**src/hdl/ipatc_pkg.sv**
```systemverilog
// ----------------------------------------------------------------------------
// ipatc_pkg
// shared types and constants for the ip address text classifier
// ----------------------------------------------------------------------------
package ipatc_pkg;

  // character codes
  localparam logic [7:0] CH_ZERO  = 8'h30;
  localparam logic [7:0] CH_NINE  = 8'h39;
  localparam logic [7:0] CH_DOT   = 8'h2E;
  localparam logic [7:0] CH_COLON = 8'h3A;
  localparam logic [7:0] CH_LC_A  = 8'h61;
  localparam logic [7:0] CH_LC_F  = 8'h66;
  localparam logic [7:0] CH_UC_A  = 8'h41;
  localparam logic [7:0] CH_UC_F  = 8'h46;

  // result codes
  localparam logic [1:0] CLASS_IPV4    = 2'd0;
  localparam logic [1:0] CLASS_IPV6    = 2'd1;
  localparam logic [1:0] CLASS_NEITHER = 2'd2;

  // ipv4 / ipv6 form limits
  localparam logic [1:0] V4_LAST_DOT    = 2'd3;
  localparam logic [1:0] V4_MAX_DIGITS  = 2'd3;
  localparam logic [2:0] V6_LAST_COLON  = 3'd7;
  localparam logic [2:0] V6_MAX_DIGITS  = 3'd4;
  localparam logic [11:0] V4_OCTET_MAX  = 12'd255;

  // token queue between front and back
  localparam int QDEPTH = 4;
  localparam int QPTR_W = $clog2(QDEPTH);

  // one classified character
  typedef struct packed {
    logic       is_digit;
    logic       is_hex;
    logic       is_dot;
    logic       is_colon;
    logic [3:0] digit;
    logic       last;
  } token_t;

endpackage

```
**src/hdl/ipatc_front.sv**
```systemverilog
// ----------------------------------------------------------------------------
// ipatc_front
// character classifier, turns an input beat into a token for the queue
// ----------------------------------------------------------------------------
module ipatc_front (
  input  logic            in_valid,
  output logic            in_stall,
  input  logic [7:0]      in_text_char,
  input  logic            in_is_final,
  output logic            push,
  output ipatc_pkg::token_t push_tok,
  input  logic            q_full
);
  import ipatc_pkg::*;

  logic dec, lc, uc;

  always_comb begin
    dec = (in_text_char >= CH_ZERO) && (in_text_char <= CH_NINE);
    lc  = (in_text_char >= CH_LC_A) && (in_text_char <= CH_LC_F);
    uc  = (in_text_char >= CH_UC_A) && (in_text_char <= CH_UC_F);
    push_tok.is_digit = dec;
    push_tok.is_hex   = dec | lc | uc;
    push_tok.is_dot   = (in_text_char == CH_DOT);
    push_tok.is_colon = (in_text_char == CH_COLON);
    push_tok.digit    = in_text_char[3:0];
    push_tok.last     = in_is_final;
  end

  assign in_stall = q_full;
  assign push     = in_valid & ~q_full;

endmodule

```
**src/hdl/ipatc_queue.sv**
```systemverilog
// ----------------------------------------------------------------------------
// ipatc_queue
// short token fifo, push and pop in the same cycle allowed
// ----------------------------------------------------------------------------
module ipatc_queue (
  input  logic              clk,
  input  logic              rst_n,
  input  logic              push,
  input  ipatc_pkg::token_t push_tok,
  output logic              full,
  input  logic              pop,
  output logic              tok_valid,
  output ipatc_pkg::token_t tok
);
  import ipatc_pkg::*;

  token_t            slot_r [QDEPTH];
  logic [QPTR_W-1:0] wr_ptr_r, wr_ptr_nxt;
  logic [QPTR_W-1:0] rd_ptr_r, rd_ptr_nxt;
  logic [QPTR_W:0]   count_r, count_nxt;

  assign full      = (count_r == (QPTR_W+1)'(QDEPTH));
  assign tok_valid = (count_r != '0);
  assign tok       = slot_r[rd_ptr_r];

  always_comb begin
    wr_ptr_nxt = push ? wr_ptr_r + 1'b1 : wr_ptr_r;
    rd_ptr_nxt = pop  ? rd_ptr_r + 1'b1 : rd_ptr_r;
    count_nxt  = count_r;
    if (push && !pop) begin
      count_nxt = count_r + 1'b1;
    end else if (pop && !push) begin
      count_nxt = count_r - 1'b1;
    end
  end

  always_ff @(posedge clk) begin
    if (!rst_n) begin
      wr_ptr_r <= '0;
      rd_ptr_r <= '0;
      count_r  <= '0;
    end else begin
      wr_ptr_r <= wr_ptr_nxt;
      rd_ptr_r <= rd_ptr_nxt;
      count_r  <= count_nxt;
    end
  end

  always_ff @(posedge clk) begin
    if (push) begin
      slot_r[wr_ptr_r] <= push_tok;
    end
  end

endmodule

```
**src/hdl/ipatc_back.sv**
```systemverilog
// ----------------------------------------------------------------------------
// ipatc_back
// ipv4 and ipv6 recognizers plus the result register
// ----------------------------------------------------------------------------
module ipatc_back (
  input  logic              clk,
  input  logic              rst_n,
  input  logic              tok_valid,
  input  ipatc_pkg::token_t tok,
  output logic              pop,
  output logic              out_valid,
  input  logic              out_stall,
  output logic [1:0]        out_address_class
);
  import ipatc_pkg::*;

  logic       v4_alive_r, v4_alive_nxt;
  logic [1:0] v4_dot_r, v4_dot_nxt;
  logic [1:0] v4_dig_r, v4_dig_nxt;
  logic [7:0] v4_oct_r, v4_oct_nxt;
  logic       v4_lz_r, v4_lz_nxt;
  logic       v6_alive_r, v6_alive_nxt;
  logic [2:0] v6_colon_r, v6_colon_nxt;
  logic [2:0] v6_dig_r, v6_dig_nxt;
  logic       out_valid_r, out_valid_nxt;
  logic [1:0] out_class_r, out_class_nxt;
  logic [11:0] oct_next;
  logic [1:0]  cls;

  assign pop = tok_valid & (~tok.last | ~out_valid_r | ~out_stall);
  assign out_valid         = out_valid_r;
  assign out_address_class = out_class_r;

  // octet * 10 + digit
  assign oct_next = {1'b0, v4_oct_r, 3'b000} + {3'b000, v4_oct_r, 1'b0}
                  + {8'd0, tok.digit};

  always_comb begin
    v4_alive_nxt = v4_alive_r;
    v4_dot_nxt   = v4_dot_r;
    v4_dig_nxt   = v4_dig_r;
    v4_oct_nxt   = v4_oct_r;
    v4_lz_nxt    = v4_lz_r;
    v6_alive_nxt = v6_alive_r;
    v6_colon_nxt = v6_colon_r;
    v6_dig_nxt   = v6_dig_r;

    // ipv4
    if (v4_alive_r) begin
      if (tok.is_digit) begin
        if (v4_dig_r == V4_MAX_DIGITS || v4_lz_r || oct_next > V4_OCTET_MAX) begin
          v4_alive_nxt = 1'b0;
        end else begin
          if (v4_dig_r == 2'd0 && tok.digit == 4'd0) begin
            v4_lz_nxt = 1'b1;
          end
          v4_oct_nxt = oct_next[7:0];
          v4_dig_nxt = v4_dig_r + 1'b1;
        end
      end else if (tok.is_dot) begin
        if (v4_dig_r == 2'd0 || v4_dot_r == V4_LAST_DOT) begin
          v4_alive_nxt = 1'b0;
        end else begin
          v4_dot_nxt = v4_dot_r + 1'b1;
          v4_dig_nxt = 2'd0;
          v4_oct_nxt = 8'd0;
          v4_lz_nxt  = 1'b0;
        end
      end else begin
        v4_alive_nxt = 1'b0;
      end
    end

    // ipv6
    if (v6_alive_r) begin
      if (tok.is_hex) begin
        if (v6_dig_r == V6_MAX_DIGITS) begin
          v6_alive_nxt = 1'b0;
        end else begin
          v6_dig_nxt = v6_dig_r + 1'b1;
        end
      end else if (tok.is_colon) begin
        if (v6_dig_r == 3'd0 || v6_colon_r == V6_LAST_COLON) begin
          v6_alive_nxt = 1'b0;
        end else begin
          v6_colon_nxt = v6_colon_r + 1'b1;
          v6_dig_nxt   = 3'd0;
        end
      end else begin
        v6_alive_nxt = 1'b0;
      end
    end

    if (v4_alive_nxt && v4_dot_nxt == V4_LAST_DOT && v4_dig_nxt != 2'd0) begin
      cls = CLASS_IPV4;
    end else if (v6_alive_nxt && v6_colon_nxt == V6_LAST_COLON && v6_dig_nxt != 3'd0) begin
      cls = CLASS_IPV6;
    end else begin
      cls = CLASS_NEITHER;
    end

    out_valid_nxt = out_valid_r & out_stall;
    out_class_nxt = out_class_r;
    if (pop && tok.last) begin
      out_valid_nxt = 1'b1;
      out_class_nxt = cls;
      // string done, back to the start state
      v4_alive_nxt = 1'b1;
      v4_dot_nxt   = 2'd0;
      v4_dig_nxt   = 2'd0;
      v4_oct_nxt   = 8'd0;
      v4_lz_nxt    = 1'b0;
      v6_alive_nxt = 1'b1;
      v6_colon_nxt = 3'd0;
      v6_dig_nxt   = 3'd0;
    end
  end

  always_ff @(posedge clk) begin
    if (!rst_n) begin
      v4_alive_r  <= 1'b1;
      v4_dot_r    <= 2'd0;
      v4_dig_r    <= 2'd0;
      v4_oct_r    <= 8'd0;
      v4_lz_r     <= 1'b0;
      v6_alive_r  <= 1'b1;
      v6_colon_r  <= 3'd0;
      v6_dig_r    <= 3'd0;
      out_valid_r <= 1'b0;
    end else if (pop) begin
      v4_alive_r  <= v4_alive_nxt;
      v4_dot_r    <= v4_dot_nxt;
      v4_dig_r    <= v4_dig_nxt;
      v4_oct_r    <= v4_oct_nxt;
      v4_lz_r     <= v4_lz_nxt;
      v6_alive_r  <= v6_alive_nxt;
      v6_colon_r  <= v6_colon_nxt;
      v6_dig_r    <= v6_dig_nxt;
      out_valid_r <= out_valid_nxt;
    end else begin
      out_valid_r <= out_valid_nxt;
    end
  end

  always_ff @(posedge clk) begin
    out_class_r <= out_class_nxt;
  end

endmodule

```
**src/hdl/ip_address_text_classifier_top.sv**
```systemverilog
// ----------------------------------------------------------------------------
// ip_address_text_classifier_top
// classifies address text as ipv4, ipv6 or neither, one character per beat
// ----------------------------------------------------------------------------
//
//  channel  dir  handshake            payload
//  -------  ---  -------------------  -------------------------------------
//  in_      in   in_valid / in_stall  in_text_char[7:0], in_is_final
//  out_     out  out_valid/out_stall  out_address_class[1:0] (0 v4,1 v6,2 no)
//
//  one character beat per cycle sustained; the front classifies and queues,
//  the back updates both recognizers on one token per cycle
//  with the queue empty the final token is queued, then popped and registered
//  rst_n (sync, active low) empties the token queue and the result register
//  in_stall rises only when the four-entry token queue is full; the back
//  keeps draining non-final tokens while a result waits on out_stall
//
module ip_address_text_classifier_top (
  input  logic       clk,
  input  logic       rst_n,
  input  logic       in_valid,
  output logic       in_stall,
  input  logic [7:0] in_text_char,
  input  logic       in_is_final,
  output logic       out_valid,
  input  logic       out_stall,
  output logic [1:0] out_address_class
);
  import ipatc_pkg::*;

  // front to queue
  logic   push;
  token_t push_tok;
  logic   q_full;

  // queue to back
  logic   tok_valid;
  token_t tok;
  logic   pop;

  // character classification at the input edge
  ipatc_front u_front (
    .in_valid     (in_valid),
    .in_stall     (in_stall),
    .in_text_char (in_text_char),
    .in_is_final  (in_is_final),
    .push         (push),
    .push_tok     (push_tok),
    .q_full       (q_full)
  );

  // token queue decouples input stalls from output stalls
  ipatc_queue u_queue (
    .clk       (clk),
    .rst_n     (rst_n),
    .push      (push),
    .push_tok  (push_tok),
    .full      (q_full),
    .pop       (pop),
    .tok_valid (tok_valid),
    .tok       (tok)
  );

  // recognizers and registered result
  ipatc_back u_back (
    .clk               (clk),
    .rst_n             (rst_n),
    .tok_valid         (tok_valid),
    .tok               (tok),
    .pop               (pop),
    .out_valid         (out_valid),
    .out_stall         (out_stall),
    .out_address_class (out_address_class)
  );

endmodule

```
**config.mk**
```make
export PLATFORM = sky130hd
export DESIGN_NAME = ip_address_text_classifier_top
export DESIGN_NICKNAME = d
export VERILOG_FILES = /design/src/hdl/ipatc_pkg.sv /design/src/hdl/ipatc_front.sv /design/src/hdl/ipatc_queue.sv /design/src/hdl/ipatc_back.sv /design/src/hdl/ip_address_text_classifier_top.sv
export SDC_FILE = /design/constraint.sdc
export NUM_CORES = 1
export LEC_CHECK = 0
export BUFFER_PORTS_ARGS = -buffer_cell sky130_fd_sc_hd__buf_2
export CAP_MARGIN = 20
export CORE_UTILIZATION = 55
export CTS_BUF_LIST = sky130_fd_sc_hd__clkbuf_4 sky130_fd_sc_hd__clkbuf_8
export DETAILED_ROUTE_END_ITERATION = 8
export PLACE_DENSITY = 0.81
export SLEW_MARGIN = 15
export SYNTH_ARGS = -nofsm -noshare
export SYNTH_HDL_FRONTEND = slang
export SYNTH_HIERARCHICAL = 1
export SYNTH_SLANG_ARGS = --single-unit
export TNS_END_PERCENT = 10
```
**constraint.sdc**
```tcl
create_clock -name clk -period 3.2 [get_ports clk]
set_clock_uncertainty 0.05 [all_clocks]
set_input_delay 0 -clock clk [delete_from_list [all_inputs] [get_ports clk]]
set_output_delay 0 -clock clk [all_outputs]
set_load 0.005 [all_outputs]
```
==> results.md, run 1 <==
* Worst skew pair latency at 0.34 ns
* Area Growth Syn to Fin at 12.81%
* Sinks on Clock Net at 69
* Startpoint types: flip-flop
* Run status: finished with violations
* Max_slew headroom at 55.32%
* Placement Setup Slack at -0.1419 ns
* Register area share after synthesis at 48.22%
* Crit Path Class: reg -> reg
* Final setup viols at 10
* Max-slew violations at 0
* DR iter-0 viols at 166
* Area leader, netlist: edfxtp_1
* Site Rows at 29
* Period utilization at 102.7%
* Hold crit path type: in -> reg
* CP arrival at 3.52 ns
* CP Capture Type: flip-flop
* Clock Path Buffers at 2
* Most frequent cell after synthesis: edfxtp_1
* Design area at 4121 um2
* Top cells by area, synth: edfxtp_1 31%, dfxtp_1 17%, ha_1 9.2%
* Final Hold Vio Count at 0
* Fin crit period at 3.285 ns
* Largest net degree at the start of global routing at 34
* Comb power frac at 35.9%
* Max Fclk at about 300 MHz
* Power Internal at 1.872 mW
* CTS root buf: clkbuf_8
* Seq cells post-synth at 69
* Post-synth EDFFs at 38
* Post-Synthesis Cells at 309
* Total congestion overflow at 0
* Syn. warnings at 6
* Clk pin slew, worst setup/hold paths at approximately 0.080 ns
* Top FF cell, synth: edfxtp_1
* Routed len/inst at 16.02 um
* Pwr Density at 693.4 nW/um2
* Crit-path max cell delay at between 0.5 and 0.6 ns
* Hold path start: in_text_char[6]
* Sequential power share at 40.4%
* Share of post-route cells with drive strength above 1 at approximately a fifth
* Final ANT Viol Nets at 0
* Critical path fanouts, max at 5
* Core footprint at 6386 um2
* Worst ir drop on vdd at 535.3 uV
* Starting Density at 57.21%
* Antenna diodes at 0
* Cell repeated most along the worst path: ha_4
* Overall Global Routing Usage at about a fifth
* Dpl cell area at 3835 um2
* Worst path cell trace: mux4_2 > ha_4 > ha_4 > fa_2 > a211oi_2 > nor3_2 > a211o_1 > nor3_4 > buf_4 > and3_4 > a32o_1
* Maximum Capacitance Violations at 0
* Initial antenna violation count at 0
* Commonest cells post-synth: 38 x edfxtp_1, 31 x dfxtp_1, 27 x ha_1
* Post-Synthesis Cell Area at 3654 um2
* Vias at approximately 2500
* Critical path required time at 3.44 ns
* IO Count at 17
* # nets final at 381
* Failing checks: setup timing
* First-pass GRT wire length at 11170 um
* TritonCTS clock tree: yes
* Seq. cell area at 1765 um2
* Number of CTS-inserted buffers at 9
* Total Routed Length at 6727 um
* DRC violations left at 0
* Worst-Margin Slew at about 0.67 ns
* Die W at ~84 um
* Footprint of the multi-input gates at 1797 um2
* Mean Syn Cell Area at between 10 and 15 um2
* CP max-delay cell: mux4_2
* Pre-antenna DRT Iters at 4
* GPL Wtd Cong at 0.8677
* Filler cell count in the final layout at 474
* IO Port Bufs at 16
* Switching portion of total power at 34.48%
* Die Area at 6972 um2
* RSZ-0062 raised after global routing: yes
* FFs w/ async S/R, synth at 0%
* Vias in the first global route at 2387
* Power share of the clock group at 23.7%
* Mapped Nets at around 350
* Synth top area share at 31.23%
* Library cells used by synthesis at 62
* Switch Pwr at 985.3 uW
* Final HPWL DP at ~4700 um
* H-Tree Depth at 3
* Final worst setup slack at -0.08505 ns
* Leakage power at 1.618 nW
* Vias per cell at 5.871
* DIE HEIGHT at 83.50 um
==> cells in the final DEF (no fill, tap or decap), types with 2 or more instances in the layout <==
| cell type | instances |
|---|---|
| mux2i_1 | 4 |
| a21oi_1 | 4 |
| xor2_1 | 4 |
| ha_4 | 2 |
| buf_2 | 16 |
| fa_1 | 2 |
| inv_1 | 17 |
| nor3_1 | 3 |
| and3_1 | 3 |
| ha_1 | 24 |
| a22oi_1 | 3 |
| nor3_2 | 3 |
| o211ai_1 | 3 |
| dlygate4sd3_1 | 8 |
| clkinvlp_4 | 2 |
| nand2b_1 | 3 |
| nor2b_1 | 15 |
| clkbuf_8 | 9 |
| clkinv_1 | 3 |
| nor2_1 | 14 |
| o2111ai_1 | 2 |
| a211oi_1 | 2 |
| buf_4 | 6 |
| a32oi_1 | 4 |
| a211o_1 | 3 |
| and2_1 | 10 |
| or3_1 | 3 |
| dfxtp_1 | 30 |
| xnor2_1 | 5 |
| mux4_2 | 9 |
| a21o_1 | 2 |
| a32o_1 | 6 |
| o21ai_0 | 6 |
| nand2_1 | 23 |
| edfxtp_1 | 38 |
| nor4_1 | 3 |
| nand3_1 | 12 |
==> state kept, by name (all words and copies together), names as in the netlist, named ones only <==
signal	cells
u_back/out_address_class	2
u_back/out_valid	1
u_back/v4_dot_r	2
u_back/v4_alive_r	1
u_queue/count_r	3
u_back/v6_dig_r	3
u_back/v6_colon_r	3
u_back/v4_dig_r	2
u_back/v6_alive_r	1
u_back/v4_lz_r	1
u_queue/slot_r	36
u_queue/wr_ptr_r	2
u_queue/rd_ptr_r	2
u_back/v4_oct_r	8
==> stage by stage <==
stage               utilization [%]  hold WS [ns]  total power [mW]  setup TNS (ns)  cells
finish                        64.54       0.02306             2.858         -0.5624    420
global route                  64.54       0.01254             3.030          -2.704    420
CTS                           64.34      0.002931             2.867         -0.9447    420
detailed placement            60.05        0.1902             2.171          -1.202    396
global placement              60.05        0.1797             2.145         -0.4731    396
floorplan                         -       0.07164             1.921         -0.4547    309
==> critical path: cells and delay by family, from the launching register on <==
| kind | cells | cell delay, ns |
|---|---|---|
| AO/OA/AOI/OAI | 3 | 0.70 |
| buffers and inverters | 1 | 0.18 |
| multiplexers | 1 | 0.55 |
| AND/OR/NAND/NOR | 3 | 0.57 |
| adder cells (fa/ha/maj) | 3 | 0.81 |
| flip-flops | 1 | 0.38 |
==> layout make-up <==
type	count	area share (%)
inverter	18	1.639
timing repair buffer	30	4.979
clock buffer	9	3.005
sequential	69	42.84
multi-input combinational	210	43.59
tap	77	2.338
clock inverter	7	1.609
==> logic make-up after synthesis <==
family	after synthesis	share of synthesized area (%)
mux	14	6.952
xor+xnor	9	2.157
buf+inv	30	4.041
simple gates	105	16.06
fa+ha+maj	30	10.89
flops	69	48.22
compound gates	52	11.68
==> per-layer routing <==
| metal | GRT usage (%) | routed length, um | up-vias | part of all wire, % |
|---|---|---|---|---|
| met5 | 0 | 0 | - | 0 |
| met4 | 9.245 | 93 | 0 | 1.4 |
| met3 | 3.956 | 223 | 8 | 3.3 |
| met2 | 33.46 | 3342 | 63 | 50 |
| met1 | 26.89 | 3067 | 1179 | 46 |
| li1 | - | - | 1216 | - |
==> power groups by stage <==
stage | clock network (mW) | registers, mW | logic (mW)
after floorplan | 0 | 1.14 | 0.781
after global placement | 0 | 1.17 | 0.979
after detailed placement | 0 | 1.17 | 0.997
after CTS | 0.692 | 1.16 | 1.02
after global routing | 0.728 | 1.17 | 1.13
final | 0.677 | 1.16 | 1.03
==> worst paths after layout <==
path                          end  slack (ns)  cells past startpoint
max            u_back/v4_oct_r[1]       -0.09                     11
min          u_queue/slot_r[1][8]        0.02                      2
max reg2reg    u_back/v4_oct_r[1]       -0.09                     11
min reg2reg    u_back/v4_oct_r[5]        0.45                      2
==> what timing repair did <==
| action | in CTS | in global routing |
|---|---|---|
| hold buffers | 8 | 0 |
| resized for setup | 2 | 4 |
| hold endpoints to repair | 33 | 0 |
| buffers inserted | 0 | 0 |
| pin swaps | 3 | 2 |
| endpoints found under the setup margin | 13 | 14 |
Note: power is estimated with default switching activity, not from simulation.
==> run 2, diff against run 1 <==
--- a/config.mk
+++ b/config.mk
@@ -10,7 +10,7 @@
 export CORE_UTILIZATION = 55
 export CTS_BUF_LIST = sky130_fd_sc_hd__clkbuf_4 sky130_fd_sc_hd__clkbuf_8
 export DETAILED_ROUTE_END_ITERATION = 8
-export PLACE_DENSITY = 0.81
+export PLACE_DENSITY = 0.75
 export SLEW_MARGIN = 15
 export SYNTH_ARGS = -nofsm -noshare
 export SYNTH_HDL_FRONTEND = slang
==> results.md, run 2 (synthesis gave the netlist of run 1 again) <==
* Run status: finished with violations
* Failing checks: setup timing
* Hold WS at 0.01967 ns (-0.003391 ns)
* TritonCTS clock tree: yes
* Hold crit path type: in -> reg
* Total congestion overflow at 0 (unchanged)
* Largest net degree at the start of global routing at 34 (unchanged)
* Filler cell count in the final layout at 476 (+0.42%)
* Dpl cell area at 3857 um2 (+0.59%)
* Final worst setup slack at -0.09668 ns (-0.01163 ns)
* Pre-antenna DRT Iters at 4 (unchanged)
* CP arrival at 3.46 ns (-0.06 ns)
* Design area at 4128 um2 (+0.15%)
* Leading cell type in the layout, fill and taps excluded: edfxtp_1
* Initial antenna violation count at 0 (unchanged)
* Largest registers: u_queue/slot_r x36, u_back/v4_oct_r x8
* Vias in the first global route at 2401 (+0.59%)
* Core footprint at 6386 um2 (unchanged)
* Worst-Margin Slew at 0.6210 ns (-0.04666 ns)
* Top Metal Used: met4
* Vias per cell at 5.823 (-0.83%)
* Detailed route wirelength on metal2 at 3306 um (-1.1%)
* Power Internal at 1.813 mW (-3.2%)
* Critical path fanouts, max at 9 (+4)
* Critical path required time at 3.37 ns (-0.07 ns)
* Switching portion of total power at 35.36% (+0.88 points)
* Max Fclk at 303.3 MHz (-0.35%)
* Sequential power share at 41.1% (+0.7 points)
* Met1 wire length at 3138 um (+2.3%)
* Fin crit period at 3.297 ns (+0.01163 ns)
* # nets final at 384 (+0.79%)
* H-Tree Depth at 3 (unchanged)
* Fin util at 64.64% (+0.098 points)
* Final setup viols at 10 (unchanged)
* Final HPWL DP at 4801 um (+2.3%)
* Max reg flops at 36 (unchanged)
* Sinks on Clock Net at 69 (unchanged)
* Number of CTS-inserted buffers at 9 (unchanged)
* Period utilization at 103.0% (+0.36 points)
* Vias at 2463 (-0.12%)
* Total Routed Length at 6643 um (-1.2%)
* First-pass GRT wire length at 11340 um (+1.5%)
* WL met3 at 175 um (-22%)
* DRC violations left at 0 (unchanged)
* Total power at 2.805 mW (-1.8%)
* Most frequent cells in the layout: 38 x edfxtp_1, 30 x dfxtp_1, 25 x ha_1
* DIE HEIGHT at 83.50 um (unchanged)
* Starting Density at 57.21% (unchanged)
* Switch Pwr at 991.7 uW (+0.65%)
* CP Capture Type: flip-flop
* Share of post-route cells with drive strength above 1 at 20.23% (+0.70 points)
* Routed len/inst at 15.70 um (-1.9%)
* CTS root buf: clkbuf_8
* Most flops, register: u_queue/slot_r
* GPL Wtd Cong at 0.8149 (-6.1%)
* Clk pin slew, worst setup/hold paths at 0.08 ns (about the same)
* Pwr Density at 679.5 nW/um2 (-2.0%)
* Clock Path Buffers at 2 (unchanged)
* Crit Path Class: reg -> reg
* Max_slew headroom at 58.44% (+3.1 points)
* Final setup TNS at -0.7240 ns (-0.1616 ns)
* Comb power frac at 37.6% (+1.7 points)
* Die Area at 6972 um2 (unchanged)
* Startpoint types: flip-flop
* Post-CTS setup buffers at 0 (unchanged)
* Worst ir drop on vdd at 452.8 uV (-15%)
* RSZ-0062 raised after global routing: yes
* Leakage power at 1.621 nW (+0.20%)
* IO Port Bufs at 16 (unchanged)
* DR iter-0 viols at 182 (+9.6%)
* Maximum Capacitance Violations at 0 (unchanged)
* Final Hold Vio Count at 0 (unchanged)
* Worst skew pair latency at 0.33 ns (about the same)
* IO Count at 17 (unchanged)
* Antenna diodes at 0 (unchanged)
* Final ANT Viol Nets at 0 (unchanged)
* Power share of the clock group at 21.2% (-2.5 points)
* Overall Global Routing Usage at 20.78% (+0.22 points)
* Die W at 83.50 um (unchanged)
* Max-slew violations at 0 (unchanged)
* Site Rows at 29 (unchanged)
* Area Growth Syn to Fin at 12.98%
## run 2: cell types whose count changed in the layout (fill, tap and decap cells not counted), sizes merged
cell      before  now
clkinvlp       2    3
bufinv         1    0
buf           22   25
## run 2: metal layers
layer	up-vias	global-route usage (%)
met2	39	34.87
li1	1224	-
met1	1198	27.52
met4	0	6.626
met5	-	0
met3	2	3.759
## run 2: power groups by stage
stage	clock network (mW)	registers (mW)	logic, mW
6_report	0.596	1.15	1.06
5_1_grt	0.652	1.17	1.17
4_1_cts	0.609	1.15	1.04
3_5_place_dp	0	1.17	1.02
3_3_place_gp	0	1.17	1.00
2_1_floorplan	0	1.14	0.781
## run 2: layout make-up
class,count,area [um2],share of cell area (%)
Tap cell,77,96.34,2.334
Inverter,18,67.56,1.637
Timing Repair Buffer,33,231.5,5.608
Clock buffer,9,123.9,3.001
Sequential cell,69,1765,42.77
Clock inverter,7,42.54,1.031
Multi-Input combinational cell,210,1800,43.62
## run 2: stage by stage
stage          instances  setup WS, ns
3_3_place_gp         399      -0.03782
3_5_place_dp         399      -0.09989
5_1_grt              423       -0.2441
6_report             423      -0.09668
2_1_floorplan        309      -0.07861
4_1_cts              423       -0.1050
## run 2: worst max-delay path, cell delays in order, from the launching register on
cell	delay (ns)
dfxtp_4	0.38
mux4_2	0.55
ha_4	0.24
ha_4	0.16
fa_2	0.41
a211oi_4	0.25
nor2_2	0.07
o21ai_2	0.15
o2111ai_2	0.15
nor3_4	0.31
a21boi_4	0.16
a32o_1	0.29
## run 2: worst paths after layout
check                                startpoint                    to  slack, ns  cells past startpoint
worst max-delay path                  flip-flop    u_back/v4_oct_r[0]       -0.1                     11
worst min-delay path            in_text_char[5]  u_queue/slot_r[2][6]       0.02                      3
worst max register to register        flip-flop    u_back/v4_oct_r[0]       -0.1                     11
worst min register to register   u_back/v4_lz_r        u_back/v4_lz_r       0.44                      2
## run 2: timing repair
action / CTS / global route
gates resized for setup: 1 / 8
pin swaps: 1 / 6
hold buffers: 8 / 0
endpoints found under the hold margin: 33 / 0
cloned: 0 / 0
setup endpoints to repair: 12 / 14
==> run 3, diff against run 2 <==
--- a/config.mk
+++ b/config.mk
@@ -5,12 +5,13 @@
 export SDC_FILE = /design/constraint.sdc
 export NUM_CORES = 1
 export LEC_CHECK = 0
+export ABC_AREA = 0
 export BUFFER_PORTS_ARGS = -buffer_cell sky130_fd_sc_hd__buf_2
 export CAP_MARGIN = 20
 export CORE_UTILIZATION = 55
 export CTS_BUF_LIST = sky130_fd_sc_hd__clkbuf_4 sky130_fd_sc_hd__clkbuf_8
 export DETAILED_ROUTE_END_ITERATION = 8
-export PLACE_DENSITY = 0.75
+export PLACE_DENSITY = 0.73
 export SLEW_MARGIN = 15
 export SYNTH_ARGS = -nofsm -noshare
 export SYNTH_HDL_FRONTEND = slang
==> constraint.sdc (replaced) <==
create_clock -name clk -period 3.6 [get_ports clk]
set_clock_uncertainty 0.05 [all_clocks]
set_input_delay 0 -clock clk [delete_from_list [all_inputs] [get_ports clk]]
set_output_delay 0 -clock clk [all_outputs]
set_load 0.005 [all_outputs]
==> results.md, run 3 (synthesis gave the netlist of run 1 again) <==
* Run status: complete, no violations
* Worst skew pair latency at 0.34 ns (about the same)
* Routed len/inst at 15.66 um (-0.29%)
* GR met3 Demand/Resource at 6.528% (+2.8 points)
* CTS root buf: clkbuf_8
* Leakage power at 1.654 nW (+2.0%)
* Startpoint types: flip-flop
* Max Fclk at 294.4 MHz (-2.9%)
* Final setup viols at 0 (-10)
* WHS Path Cells at 2 (-1)
* Final worst setup slack at 0.2036 ns (+0.3003 ns)
* Share of post-route cells with drive strength above 1 at 19.65% (-0.58 points)
* Fin util at 65.28% (+0.65 points)
* DRC violations left at 0 (unchanged)
* Total Routed Length at 6624 um (-0.29%)
* Period utilization at 94.35% (-8.7 points)
* Vias in the first global route at 2419 (+0.75%)
* CP arrival at 3.63 ns (+0.17 ns)
* Most flops, register: u_queue/slot_r
* Core footprint at 6386 um2 (unchanged)
* Site Rows at 29 (unchanged)
* Die W at 83.50 um (unchanged)
* Worst-Margin Slew at 0.6602 ns (+0.03913 ns)
* Fin crit period at 3.396 ns (+0.09974 ns)
* Final HPWL DP at 4619 um (-3.8%)
* Critical path required time at 3.84 ns (+0.47 ns)
* Final Hold Vio Count at 0 (unchanged)
* Maximum Capacitance Violations at 0 (unchanged)
* First-pass GRT wire length at 11240 um (-0.91%)
* DIE HEIGHT at 83.50 um (unchanged)
* # nets final at 384 (unchanged)
* Antenna diodes at 0 (unchanged)
* Number of CTS-inserted buffers at 9 (unchanged)
* Most frequent cells in the layout: 38 x edfxtp_1, 29 x dfxtp_1, 25 x ha_1
* Placement Setup Slack at -0.1197 ns (-0.01984 ns)
* Clk pin slew, worst setup/hold paths at 0.07 ns (about the same)
* Total congestion overflow at 0 (unchanged)
* CP Capture Type: flip-flop
* Final setup TNS at 0 ns (+0.7240 ns)
* M2 GR Usage at 34.05% (-0.82 points)
* Hold WS at 0.09411 ns (+0.07444 ns)
* H-Tree Depth at 3 (unchanged)
* Max_slew headroom at 55.83% (-2.6 points)
* Pwr Density at 628.1 nW/um2 (-7.6%)
* Die Area at 6972 um2 (unchanged)
* Overall Global Routing Usage at 20.88% (+0.10 points)
* IO Count at 17 (unchanged)
* Vias at 2440 (-0.93%)
* DR iter-0 viols at 104 (-43%)
* IO Port Bufs at 16 (unchanged)
* Clock Path Buffers at 2 (unchanged)
* TritonCTS clock tree: yes
* Pre-antenna DRT Iters at 4 (unchanged)
* GPL Wtd Cong at 0.8415 (+3.3%)
* Leading cell type in the layout, fill and taps excluded: edfxtp_1
* Initial antenna violation count at 0 (unchanged)
* Starting Density at 57.21% (unchanged)
* Final ANT Viol Nets at 0 (unchanged)
* Largest registers: u_queue/slot_r x36, u_back/v4_oct_r x8
* Max reg flops at 36 (unchanged)
* Crit Path Class: reg -> reg
* M1 GR Usage at 26.92% (-0.61 points)
* Most Crowded Layer GR: met2
* R2R depth at 13 (+2)
* Hold crit path type: in -> reg
* Area Growth Syn to Fin at 14.11%
* Max-slew violations at 0 (unchanged)
* Largest net degree at the start of global routing at 34 (unchanged)
* Worst ir drop on vdd at 404.9 uV (-11%)
* Sinks on Clock Net at 69 (unchanged)
* Vias per cell at 5.768 (-0.93%)
* Critical path fanouts, max at 5 (-4)
-- run 3: worst paths after layout --
| kind | from | to | slack (ns) |
|---|---|---|---|
| worst max register to register | flip-flop | u_back/v4_oct_r[0] | 0.20 |
| worst max-delay path | flip-flop | u_back/v4_oct_r[0] | 0.20 |
| worst min-delay path | rst_n | u_back/v6_alive_r | 0.09 |
| worst min register to register | u_back/v4_lz_r | u_back/v4_lz_r | 0.43 |
-- run 3: worst max-delay path, cell delays in order, from the launching register on --
cell and delay (ns):
dfxtp_4 0.38, buf_4 0.11, mux4_2 0.50, ha_1 0.22, ha_2 0.19, fa_2 0.38, a211oi_4 0.27, nor2_2 0.09
o21ai_2 0.18, o2111ai_2 0.18, nor3_4 0.30, buf_4 0.17, and3_4 0.21, a32o_1 0.12
-- run 3: metal layers --
| layer | wire [um] | up-vias | part of all wire, % |
|---|---|---|---|
| met5 | 0 | - | 0 |
| met1 | 3113 | 1176 | 47 |
| met3 | 205 | 5 | 3.1 |
| li1 | - | 1219 | - |
| met2 | 3254 | 40 | 49 |
| met4 | 51 | 0 | 0.77 |
-- run 3: cell type report --
| cell class | count | area [um2] |
|---|---|---|
| clock buffer | 10 | 131.4 |
| clock inverter | 6 | 87.58 |
| fill | 480 | 2217 |
| inverter | 18 | 67.56 |
| multi-input combinational | 210 | 1787 |
| sequential | 69 | 1767 |
| tap | 77 | 96.34 |
| timing repair buffer | 33 | 232.7 |
-- run 3: timing repair --
action | CTS | global route
buffers inserted | 0 | 1
hold endpoints to repair | 33 | 0
resized for setup | 1 | 11
setup endpoints to repair | 9 | 13
hold buffers | 10 | 0
pin swaps | 1 | 7
-- run 3: power by group --
part | internal [mW] | switching, mW | leakage (nW)
logic | 0.406 | 0.499 | 0.953
clock network | 0.398 | 0.288 | 0.104
registers | 0.947 | 0.0814 | 0.597
-- run 3: metrics by stage --
stage               area, um2  std cells  total power [mW]
finish                   4169        423             2.619
detailed placement       3795        396             1.919
floorplan                3654        309             1.687
global route             4169        423             2.783
global placement         3795        396             1.890
CTS                      4115        422             2.612
